===== src/rtl/heading_pid_differential_drive_defines.svh =====
// ----------------------------------------------------------------------------
// heading pid differential drive - assertion macros
// shared property forms for the concurrent checks of the controller
// ----------------------------------------------------------------------------
`ifndef HEADING_PID_DIFFERENTIAL_DRIVE_DEFINES_SVH
`define HEADING_PID_DIFFERENTIAL_DRIVE_DEFINES_SVH

// consequent holds in the same cycle as the antecedent
`define HPDD_ASSERT_NOW(label, ante, cons, msg) \
    label: assert property (@(posedge clk) disable iff (!rst_n) (ante) |-> (cons)) \
        else $error(msg);

// consequent holds in the cycle after the antecedent
`define HPDD_ASSERT_NEXT(label, ante, cons, msg) \
    label: assert property (@(posedge clk) disable iff (!rst_n) (ante) |=> (cons)) \
        else $error(msg);

`endif


===== src/rtl/hpdd_pkg.sv =====
// ----------------------------------------------------------------------------
// hpdd_pkg
// widths, constants, register indexes and sequencer states of the
// heading pid controller
// ----------------------------------------------------------------------------
`timescale 1ns / 1ps

package hpdd_pkg;

    // fixed point set-up
    localparam int INTEGRAL_WIDTH = 40;
    localparam int GAIN_FRAC_BITS = 24;

    // field widths
    localparam int ANGLE_W    = 15;
    localparam int ERR_W      = ANGLE_W + 1;
    localparam int DERR_W     = ERR_W + 1;
    localparam int GAIN_W     = 32;
    localparam int SPEED_W    = 12;
    localparam int S_TDATA_W  = 16;
    localparam int M_TDATA_W  = 24;
    localparam int CFG_ADDR_W = 2;
    localparam int CFG_DATA_W = 32;

    // shared multiplier: gain-wide a operand, b operand wide enough for the
    // derivative error and for one half of the integral magnitude
    localparam int MUL_A_W = GAIN_W;
    localparam int INT_HALF_W = (INTEGRAL_WIDTH + 1) / 2;
    localparam int MUL_B_W = (INT_HALF_W > DERR_W) ? INT_HALF_W : DERR_W;
    localparam int PROD_W  = MUL_A_W + MUL_B_W;

    // integral term limit and its partial product sum
    localparam int KI_LIMIT_BIT = 60;
    localparam int KSUM_W       = PROD_W + MUL_B_W + 1;
    localparam int PRW          = (PROD_W > KI_LIMIT_BIT + 1) ? PROD_W : KI_LIMIT_BIT + 1;

    // accumulator and output scaling
    localparam int ACC_W        = 64;
    localparam int DRIVE_SHIFT  = GAIN_FRAC_BITS + 6;
    localparam int AMAG_W       = DRIVE_SHIFT + 7;
    localparam int SC_W         = AMAG_W + 7;
    localparam int Q_W          = 13;
    localparam int RMAG_W       = 11;
    localparam int RECIP5_SHIFT = 18;

    localparam logic [ACC_W-1:0]   DRIVE_THR   = ACC_W'(100) << DRIVE_SHIFT;
    localparam logic [6:0]         SCALE_NUM   = 7'd78;
    localparam logic [MUL_A_W-1:0] RECIP5      = MUL_A_W'(52429);
    localparam logic [SPEED_W-1:0] SPEED_LIMIT = SPEED_W'(1560);

    // register indexes
    localparam logic [CFG_ADDR_W-1:0] REG_TARGET_ANGLE = 2'd0;
    localparam logic [CFG_ADDR_W-1:0] REG_KP_GAIN      = 2'd1;
    localparam logic [CFG_ADDR_W-1:0] REG_KI_GAIN      = 2'd2;
    localparam logic [CFG_ADDR_W-1:0] REG_KD_GAIN      = 2'd3;

    // reset values of the gains
    localparam logic [GAIN_W-1:0] KP_RESET = 32'd18454938;
    localparam logic [GAIN_W-1:0] KI_RESET = 32'd1678;
    localparam logic [GAIN_W-1:0] KD_RESET = 32'd260885709;

    typedef enum logic [11:0] {
        S_IDLE  = 12'b0000_0000_0001,
        S_INT   = 12'b0000_0000_0010,
        S_KP    = 12'b0000_0000_0100,
        S_KD    = 12'b0000_0000_1000,
        S_KI0   = 12'b0000_0001_0000,
        S_KI1   = 12'b0000_0010_0000,
        S_KISUM = 12'b0000_0100_0000,
        S_ACC   = 12'b0000_1000_0000,
        S_ABS   = 12'b0001_0000_0000,
        S_SCALE = 12'b0010_0000_0000,
        S_DIV   = 12'b0100_0000_0000,
        S_OUT   = 12'b1000_0000_0000
    } state_t;

endpackage


===== src/rtl/heading_pid_differential_drive.sv =====
// ----------------------------------------------------------------------------
// heading_pid_differential_drive
// positional pid heading controller for a differential-drive platform
// ----------------------------------------------------------------------------
// Each transfer on the input stream is one measured heading in 1/64 degree.
// The error (target minus measured) feeds a saturating 40-bit integral, and
// the drive kp*e + ki*sum + kd*(e - previous e), with gains in unsigned
// 8.24 fixed point, is clamped to +-100 and scaled by 15.6 (truncated toward
// zero) into the right wheel speed; the left wheel gets its negation and
// tuser flags a clamped drive. A one-hot sequencer walks each item through
// a single shared 32 x 20 multiplier (proportional, derivative, two halves
// of the integral term, then the divide by five of the output scaling),
// with the three terms summed in one accumulator. The result is held in
// an output register; a finished result that is still waiting stalls the
// sequencer in its last step, so the input is only taken again once that
// register is free. Configuration is written through cfg_we / cfg_addr /
// cfg_wdata; the user must write it only while the block is idle, which
// the block itself does not enforce. target_angle takes the low 15 bits.
// ----------------------------------------------------------------------------
`timescale 1ns / 1ps
`include "heading_pid_differential_drive_defines.svh"

module heading_pid_differential_drive (
    input  logic                             clk,
    input  logic                             rst_n,
    // configuration write port
    input  logic                             cfg_we,
    input  logic [hpdd_pkg::CFG_ADDR_W-1:0]  cfg_addr,
    input  logic [hpdd_pkg::CFG_DATA_W-1:0]  cfg_wdata,
    // input stream
    input  logic                             s_axis_tvalid,
    output logic                             s_axis_tready,
    input  logic [hpdd_pkg::S_TDATA_W-1:0]   s_axis_tdata,  // [14:0] measured_angle
    // output stream
    output logic                             m_axis_tvalid,
    input  logic                             m_axis_tready,
    output logic [hpdd_pkg::M_TDATA_W-1:0]   m_axis_tdata,  // [11:0] left_speed,
                                                            // [23:12] right_speed
    output logic                             m_axis_tuser   // [0] drive_clamped
);

    import hpdd_pkg::*;

    localparam logic [INTEGRAL_WIDTH-1:0] INTEG_MAX = {1'b0, {(INTEGRAL_WIDTH-1){1'b1}}};
    localparam logic [INTEGRAL_WIDTH-1:0] INTEG_MIN = {1'b1, {(INTEGRAL_WIDTH-1){1'b0}}};

    // sequencer and handshake
    state_t state_reg, state_next;
    logic   out_valid_reg, out_valid_next;

    // configuration
    logic [ANGLE_W-1:0] target_reg, target_next;
    logic [GAIN_W-1:0]  kp_reg, kp_next;
    logic [GAIN_W-1:0]  ki_reg, ki_next;
    logic [GAIN_W-1:0]  kd_reg, kd_next;

    // controller state
    logic [ERR_W-1:0]          prev_err_reg, prev_err_next;
    logic [INTEGRAL_WIDTH-1:0] integ_reg, integ_next;

    // working registers of one item
    logic [ERR_W-1:0]       err_reg, err_next;
    logic [ERR_W-1:0]       err_mag_reg, err_mag_next;
    logic                   err_neg_reg, err_neg_next;
    logic [DERR_W-1:0]      derr_mag_reg, derr_mag_next;
    logic                   derr_neg_reg, derr_neg_next;
    logic [2*MUL_B_W-1:0]   int_mag_reg, int_mag_next;
    logic                   int_neg_reg, int_neg_next;
    logic [PRW-1:0]         prod_reg, prod_next;
    logic                   pneg_reg, pneg_next;
    logic [PROD_W-1:0]      kilo_reg, kilo_next;
    logic [ACC_W-1:0]       acc_reg, acc_next;
    logic [ACC_W-1:0]       amag_reg, amag_next;
    logic                   dneg_reg, dneg_next;
    logic                   clamp_reg, clamp_next;
    logic [Q_W-1:0]         q_reg, q_next;

    // result register
    logic [SPEED_W-1:0] left_reg, left_next;
    logic [SPEED_W-1:0] right_reg, right_next;
    logic               flag_reg, flag_next;

    // shared multiplier
    logic [MUL_A_W-1:0] mul_a;
    logic [MUL_B_W-1:0] mul_b;
    logic [PROD_W-1:0]  mul_p;

    // datapath helpers
    logic [INTEGRAL_WIDTH:0] integ_sum;
    logic [DERR_W-1:0]       derr;
    logic [ACC_W-1:0]        acc_term;
    logic [KSUM_W-1:0]       ki_sum;
    logic [SC_W-1:0]         scaled;
    logic [RMAG_W-1:0]       rmag;
    logic [SPEED_W-1:0]      speed;
    logic                    out_free;

    assign s_axis_tready = (state_reg == S_IDLE);
    assign m_axis_tvalid = out_valid_reg;
    assign m_axis_tdata  = {right_reg, left_reg};
    assign m_axis_tuser  = flag_reg;

    assign out_free = !out_valid_reg || m_axis_tready;

    // operand selection for the shared multiplier
    always_comb
    begin
        mul_a = '0;
        mul_b = '0;
        unique case (state_reg)
            S_KP:
            begin
                mul_a = kp_reg;
                mul_b = MUL_B_W'(err_mag_reg);
            end
            S_KD:
            begin
                mul_a = kd_reg;
                mul_b = MUL_B_W'(derr_mag_reg);
            end
            S_KI0:
            begin
                mul_a = ki_reg;
                mul_b = int_mag_reg[MUL_B_W-1:0];
            end
            S_KI1:
            begin
                mul_a = ki_reg;
                mul_b = int_mag_reg[2*MUL_B_W-1:MUL_B_W];
            end
            S_DIV:
            begin
                mul_a = RECIP5;
                mul_b = MUL_B_W'(q_reg);
            end
            default:
            begin
                mul_a = '0;
                mul_b = '0;
            end
        endcase
    end

    assign mul_p = PROD_W'(mul_a) * PROD_W'(mul_b);

    // signed add of the last product into the accumulator
    assign acc_term = ACC_W'(prod_reg);

    // saturating integral update
    assign integ_sum = {integ_reg[INTEGRAL_WIDTH-1], integ_reg}
                     + {{(INTEGRAL_WIDTH+1-ERR_W){err_reg[ERR_W-1]}}, err_reg};
    assign derr = {err_reg[ERR_W-1], err_reg} - {prev_err_reg[ERR_W-1], prev_err_reg};

    // integral term from its two partial products
    assign ki_sum = KSUM_W'(kilo_reg) + (KSUM_W'(prod_reg[PROD_W-1:0]) << MUL_B_W);

    // drive magnitude times 78, then drop the fraction and degree bits
    assign scaled = SC_W'(amag_reg[AMAG_W-1:0]) * SC_W'(SCALE_NUM);

    // divide by five through the reciprocal product
    assign rmag  = prod_reg[RECIP5_SHIFT+RMAG_W-1:RECIP5_SHIFT];
    assign speed = clamp_reg ? SPEED_LIMIT : {1'b0, rmag};

    always_comb
    begin
        state_next     = state_reg;
        out_valid_next = out_valid_reg;
        target_next    = target_reg;
        kp_next        = kp_reg;
        ki_next        = ki_reg;
        kd_next        = kd_reg;
        prev_err_next  = prev_err_reg;
        integ_next     = integ_reg;
        err_next       = err_reg;
        err_mag_next   = err_mag_reg;
        err_neg_next   = err_neg_reg;
        derr_mag_next  = derr_mag_reg;
        derr_neg_next  = derr_neg_reg;
        int_mag_next   = int_mag_reg;
        int_neg_next   = int_neg_reg;
        prod_next      = prod_reg;
        pneg_next      = pneg_reg;
        kilo_next      = kilo_reg;
        acc_next       = acc_reg;
        amag_next      = amag_reg;
        dneg_next      = dneg_reg;
        clamp_next     = clamp_reg;
        q_next         = q_reg;
        left_next      = left_reg;
        right_next     = right_reg;
        flag_next      = flag_reg;

        if (out_valid_reg && m_axis_tready)
        begin
            out_valid_next = 1'b0;
        end

        // configuration writes, unknown indexes fall through
        if (cfg_we)
        begin
            unique case (cfg_addr)
                REG_TARGET_ANGLE: target_next = cfg_wdata[ANGLE_W-1:0];
                REG_KP_GAIN:      kp_next     = cfg_wdata[GAIN_W-1:0];
                REG_KI_GAIN:      ki_next     = cfg_wdata[GAIN_W-1:0];
                REG_KD_GAIN:      kd_next     = cfg_wdata[GAIN_W-1:0];
                default:          ;
            endcase
        end

        unique case (state_reg)
            S_IDLE:
            begin
                if (s_axis_tvalid)
                begin
                    // error of the new sample
                    err_next   = {target_reg[ANGLE_W-1], target_reg}
                               - {s_axis_tdata[ANGLE_W-1], s_axis_tdata[ANGLE_W-1:0]};
                    state_next = S_INT;
                end
            end
            S_INT:
            begin
                if (integ_sum[INTEGRAL_WIDTH] != integ_sum[INTEGRAL_WIDTH-1])
                begin
                    integ_next = integ_sum[INTEGRAL_WIDTH] ? INTEG_MIN : INTEG_MAX;
                end
                else
                begin
                    integ_next = integ_sum[INTEGRAL_WIDTH-1:0];
                end
                prev_err_next = err_reg;
                err_neg_next  = err_reg[ERR_W-1];
                err_mag_next  = err_reg[ERR_W-1] ? (ERR_W'(0) - err_reg) : err_reg;
                derr_neg_next = derr[DERR_W-1];
                derr_mag_next = derr[DERR_W-1] ? (DERR_W'(0) - derr) : derr;
                state_next    = S_KP;
            end
            S_KP:
            begin
                int_neg_next = integ_reg[INTEGRAL_WIDTH-1];
                int_mag_next = (2*MUL_B_W)'(integ_reg[INTEGRAL_WIDTH-1]
                             ? (INTEGRAL_WIDTH'(0) - integ_reg) : integ_reg);
                acc_next     = '0;
                prod_next    = PRW'(mul_p);
                pneg_next    = err_neg_reg;
                state_next   = S_KD;
            end
            S_KD:
            begin
                acc_next   = pneg_reg ? (acc_reg - acc_term) : (acc_reg + acc_term);
                prod_next  = PRW'(mul_p);
                pneg_next  = derr_neg_reg;
                state_next = S_KI0;
            end
            S_KI0:
            begin
                acc_next   = pneg_reg ? (acc_reg - acc_term) : (acc_reg + acc_term);
                prod_next  = PRW'(mul_p);
                pneg_next  = int_neg_reg;
                state_next = S_KI1;
            end
            S_KI1:
            begin
                kilo_next  = prod_reg[PROD_W-1:0];
                prod_next  = PRW'(mul_p);
                state_next = S_KISUM;
            end
            S_KISUM:
            begin
                // integral term saturates at its magnitude limit
                if (|ki_sum[KSUM_W-1:KI_LIMIT_BIT])
                begin
                    prod_next = PRW'(1) << KI_LIMIT_BIT;
                end
                else
                begin
                    prod_next = PRW'(ki_sum[KI_LIMIT_BIT-1:0]);
                end
                state_next = S_ACC;
            end
            S_ACC:
            begin
                acc_next   = pneg_reg ? (acc_reg - acc_term) : (acc_reg + acc_term);
                state_next = S_ABS;
            end
            S_ABS:
            begin
                dneg_next  = acc_reg[ACC_W-1];
                amag_next  = acc_reg[ACC_W-1] ? (ACC_W'(0) - acc_reg) : acc_reg;
                state_next = S_SCALE;
            end
            S_SCALE:
            begin
                clamp_next = (amag_reg >= DRIVE_THR);
                q_next     = scaled[DRIVE_SHIFT+Q_W-1:DRIVE_SHIFT];
                state_next = S_DIV;
            end
            S_DIV:
            begin
                prod_next  = PRW'(mul_p);
                state_next = S_OUT;
            end
            S_OUT:
            begin
                // wait here while the previous result is still unread
                if (out_free)
                begin
                    right_next     = dneg_reg ? (SPEED_W'(0) - speed) : speed;
                    left_next      = dneg_reg ? speed : (SPEED_W'(0) - speed);
                    flag_next      = clamp_reg;
                    out_valid_next = 1'b1;
                    state_next     = S_IDLE;
                end
            end
            default:
            begin
                state_next = S_IDLE;
            end
        endcase
    end

    // control, configuration and controller state
    always_ff @(posedge clk or negedge rst_n)
    begin
        if (!rst_n)
        begin
            state_reg     <= S_IDLE;
            out_valid_reg <= 1'b0;
            target_reg    <= '0;
            kp_reg        <= KP_RESET;
            ki_reg        <= KI_RESET;
            kd_reg        <= KD_RESET;
            prev_err_reg  <= '0;
            integ_reg     <= '0;
        end
        else
        begin
            state_reg     <= state_next;
            out_valid_reg <= out_valid_next;
            target_reg    <= target_next;
            kp_reg        <= kp_next;
            ki_reg        <= ki_next;
            kd_reg        <= kd_next;
            prev_err_reg  <= prev_err_next;
            integ_reg     <= integ_next;
        end
    end

    // working and result registers
    always_ff @(posedge clk)
    begin
        err_reg      <= err_next;
        err_mag_reg  <= err_mag_next;
        err_neg_reg  <= err_neg_next;
        derr_mag_reg <= derr_mag_next;
        derr_neg_reg <= derr_neg_next;
        int_mag_reg  <= int_mag_next;
        int_neg_reg  <= int_neg_next;
        prod_reg     <= prod_next;
        pneg_reg     <= pneg_next;
        kilo_reg     <= kilo_next;
        acc_reg      <= acc_next;
        amag_reg     <= amag_next;
        dneg_reg     <= dneg_next;
        clamp_reg    <= clamp_next;
        q_reg        <= q_next;
        left_reg     <= left_next;
        right_reg    <= right_next;
        flag_reg     <= flag_next;
    end

    // checks
    `HPDD_ASSERT_NOW(a_mirror, out_valid_reg, (SPEED_W'(left_reg + right_reg) == SPEED_W'(0)), "left speed is not the negated right speed")
    `HPDD_ASSERT_NOW(a_clamp_full, out_valid_reg && flag_reg, (right_reg == SPEED_LIMIT) || (right_reg == (SPEED_W'(0) - SPEED_LIMIT)), "clamped drive without full speed")
    `HPDD_ASSERT_NEXT(a_busy, s_axis_tvalid && s_axis_tready, !s_axis_tready, "input taken again while an item is in work")
    `HPDD_ASSERT_NEXT(a_result, (state_reg == S_OUT) && out_free, out_valid_reg && s_axis_tready, "finished item not delivered to the output register")

endmodule

===== config.mk =====
export PLATFORM = sky130hd
export DESIGN_NAME = heading_pid_differential_drive
export DESIGN_NICKNAME = d
export VERILOG_FILES = /design/src/rtl/hpdd_pkg.sv /design/src/rtl/heading_pid_differential_drive.sv
export VERILOG_INCLUDE_DIRS = /design/src /design/src/rtl
export SDC_FILE = /design/constraint.sdc
export NUM_CORES = 2
export LEC_CHECK = 0
export BUFFER_PORTS_ARGS = -buffer_cell sky130_fd_sc_hd__buf_2
export CORE_ASPECT_RATIO = 1.25
export CORE_MARGIN = 2
export CORE_UTILIZATION = 40
export DETAILED_ROUTE_END_ITERATION = 8
export HOLD_SLACK_MARGIN = 0.02
export PLACE_DENSITY = 0.62
export SYNTH_ARGS = -nofsm -noshare
export SYNTH_HDL_FRONTEND = slang
export SYNTH_SLANG_ARGS = --single-unit

===== constraint.sdc =====
create_clock -name clk -period 24.7 [get_ports clk]
set_input_delay 1.235 -clock clk [delete_from_list [all_inputs] [get_ports clk]]
set_output_delay 1.235 -clock clk [all_outputs]
set_load 0.03 [all_outputs]

==> summary.md <==
| Metric | Value |
|---|---|
| Sw Share | `around two fifths` |
| Worst hold path depth | `2` |
| Unique masters post-synth | `89` |
| Post-DP HPWL | `approximately 130000 µm` |
| Sequential Power Share | `approximately a third` |
| Vias in the first global route | `around 45000` |
| Hold worst-path end | `prev_err_reg[1]$_DFFE_PN0P_` |
| DRC | `0` |
| Vias | `about 44000` |
| Area contributors post-synth | `fa_1 (21%), edfxtp_1 (19%), ha_1 (9.3%)` |
| Setup bufs post-CTS | `0` |
| Grt total ovfl | `0` |
| Leakage | `~28 nW` |
| I/O pins | `slightly above 80` |
| Clock Power Share | `25.2%` |
| Drt total wl | `roughly 170000 µm` |
| Met3 usage in global routing | `around 3.4%` |
| Primary FF master, synth | `edfxtp_1` |
| Hold Crit Class | `flop to flop` |
| HP Start | `prev_err_reg[1]$_DFFE_PN0P_` |
| Worst endpoint required time | `roughly 25 ns` |
| Final worst slack | `between 10 and 15 ns` |
| Post-synth EDFFs | `roughly 370` |
| Layout fillers | `between 10000 and 15000` |
| Reg2reg path depth | `36` |
| Syn avg cell area | `9.24 µm²` |
| Maximum clock frequency | `between 90 and 100 MHz` |
| PortBufs | `80` |
| Per-cell routed wire length | `~20 µm` |
| Met2 Use GR | `39.0%` |
| Root Buffer | `clkbuf_16` |
| Post-place setup slack | `between 10 and 15 ns` |
| Fin area | `around 0.063 mm²` |
| Outcome | `finished clean` |
| Peak supply drop | `0.0654 mV` |
| CP Capture Type | `flop` |
| CTS sink count | `roughly 550` |
| M1 GR Usage | `between 20% and 30%` |
| Commonest non-fill, non-tap cell in the layout | `inv_1` |
| First drt pass iteration count | `6` |
| Combinational share of power | `41.1%` |
| Core area | `approximately 0.14 mm²` |
| Worst Setup SP | `state_reg[9]$_DFFE_PN0P_` |
| Die width | `~340 µm` |
| RSZ-0062 raised after global routing | `no` |
| Htree depth | `3` |
| Ys async rst share | `between 30% and 40%` |
| Die Ht | `430 µm` |
| Worst r2r src | `state_reg[9]$_DFFE_PN0P_` |
| Clock transition time at the flip-flop clock pins of the worst setup and hold paths | `approximately 0.06 ns` |
| First-pass GRT wire length | `roughly 260000 µm` |
| Synth Warn # | `0` |
| Syn Std Cell Area | `0.0580 mm²` |
| Max_slew headroom | `between 20 and 25%` |
| Area growth, synth to finish | `7.90%` |
| Int Pwr | `~0.0024 W` |
| Clk buf depth | `3` |
| Post-CTS Hold Buffers | `0` |
| Synth top area share | `21.0%` |
| Dpl cell area | `slightly above 0.06 mm²` |
| Initial antenna violation count | `3` |
| Final core utilization | `a little over two fifths` |
| Cts repair resizes | `0` |
| Worst-Margin Slew | `1.15 ns` |
| Max stage delay on crit path | `between 0.5 and 0.6 ns` |
| Core Rows | `156` |
| Sw Pwr | `approximately 0.0016 W` |
| Startpoint types | `flop` |
| Synth area leader | `fa_1` |
| Clk Latency, worst-skew pair | `just under 0.7 ns` |
| CTS tree | `yes` |
| Worst path slowest cell | `buf_4` |
| CP max FO | `between 40 and 50` |
| Largest net degree at the start of global routing | `about 110` |
| Final ANT Viol Nets | `0` |
| Total CTS buffers | `between 60 and 70` |
| Vias per cell | `about 5.4` |
| Net Count, Synth | `~7400` |
| Sequential area share after synthesis | `between 20% and 30%` |
| Arr. time, crit path | `approximately 11 ns` |
| Pwr dens | `around 64 mW/mm²` |
| Max cap viols | `0` |
| Fraction of layout cells with a size suffix above 1 | `7.56%` |
| DIE AREA | `0.148 mm²` |
| Reg-to-reg slack, setup | `14.04 ns` |
| Crit path time final | `10.66 ns` |
| Fin nets | `7326` |
| RePlAce Congestion | `about 0.94` |
| Final setup skew | `0.0368 ns` |
| DRT iter0 DRCs | `approximately 3100` |
| #FFs+latches synth | `553` |
| Final setup vio count | `0` |
| Max Slew Vio Count | `0` |
| Effective utilization at floorplan | `between 40% and 50%` |
| GRT Total Usage | `between 20% and 30%` |
| Most frequent cells in the layout | `inv_1 (963), nand2_1 (776), fa_1 (609)` |
| Syn Inst Count | `6282` |
| Kind of critical path | `flop to flop` |
| Hold Fails Final Rpt | `0` |
| Final period util | `between 40% and 50%` |
| FF-to-FF End | `prod_reg[46]$_DFFE_PP_` |
| GRT busiest layer | `met2` |
| Setup TNS | `0 ns` |
-- Yosys cell counts, types with 8 or more instances --
cell type and count:
inv_1 964, nand2_1 776, fa_1 609, nor2_1 488
ha_1 431, edfxtp_1 373, a21oi_1 332, xnor2_1 309
o21ai_0 249, clkbuf_1 247, dfrtp_1 145, mux2_2 110
a21o_1 107, nand3_1 95, xor2_1 89, nor3_1 72
and2_1 54, nand4_1 53, o31ai_1 49, a22oi_1 47
o21ai_1 46, nand2b_1 44, or3_1 40, and3_1 37
dfstp_2 35, nor2b_1 33, a211oi_1 30, o21bai_1 29
a31oi_1 27, nor4_1 20, o211ai_1 20, o21a_1 19
buf_1 18, or4_1 18, a221oi_1 17, nor3b_1 17
o22ai_1 16, a21boi_0 15, and4_1 14, o41ai_1 14
a211o_1 13, or2_2 12, o31a_1 11, a41oi_1 8
-- power by group through the flow --
stage	registers, W	logic [W]	clock network [W]
2_1_floorplan	0.00130	0.00125	0
3_3_place_gp	0.00136	0.00160	0
3_5_place_dp	0.00136	0.00163	0
4_1_cts	0.00135	0.00164	0.00103
5_1_grt	0.00136	0.00183	0.00106
6_report	0.00135	0.00164	0.00101
-- area by class of cell --
class / instances / area [µm²] / share of cell area [%]
repair buffers: 155 / 972 / 1.55
inverters: 965 / 3620 / 5.78
clock buffers: 83 / 1790 / 2.85
well taps: 1896 / 2370 / 3.79
diodes: 2 / 5.00 / 0.00799
multi-input cells: 4490 / 37700 / 60.2
flip-flops and latches: 553 / 15700 / 25.1
clock inverters: 36 / 404 / 0.645
-- metal layers --
| layer | share of wire [%] | routed length, µm |
|---|---|---|
| met5 | 0.013 | 21 |
| met4 | 5.0 | 8330 |
| met3 | 5.4 | 9000 |
| met2 | 49 | 81700 |
| met1 | 40 | 66400 |
-- critical path: cells and delay by family, from the launching register on --
family          cells  cell delay, ns
compound gates     10            2.86
xor+xnor            1            0.27
fa+ha+maj           8            3.97
buf+inv             9            1.32
flops               1            0.43
simple gates        8            1.46
-- how the worst max path moves through the flow --
stage                                   endpoint  cells after the start
after global routing      prod_reg[46]$_DFFE_PP_                     36
final                     prod_reg[46]$_DFFE_PP_                     36
after global placement    prod_reg[50]$_DFFE_PP_                     36
after floorplan           prod_reg[46]$_DFFE_PP_                     36
after detailed placement  prod_reg[50]$_DFFE_PP_                     36
after CTS                 prod_reg[50]$_DFFE_PP_                     36
-- logic make-up after synthesis --
kind of cell / Yosys count / share of synthesized area, %
and+or+nand+nor: 1826 / 14.3
buffers and inverters: 1239 / 8.05
AOI/OAI and AO/OA: 1114 / 12.0
adders and majority gates: 1040 / 30.3
DFF: 553 / 27.1
xor gates and xnor gates: 398 / 6.01
muxes: 112 / 2.17
-- metrics by stage --
| step | cells | hold slack [ns] | total power [W] |
|---|---|---|---|
| 2_1_floorplan | 6282 | 0.424 | 0.00255 |
| 3_3_place_gp | 8059 | 0.468 | 0.00296 |
| 3_5_place_dp | 8059 | 0.474 | 0.00299 |
| 4_1_cts | 8178 | 0.483 | 0.00402 |
| 5_1_grt | 8178 | 0.514 | 0.00426 |
| 6_report | 8180 | 0.496 | 0.00400 |
Note: power is estimated with default switching activity, not from simulation.
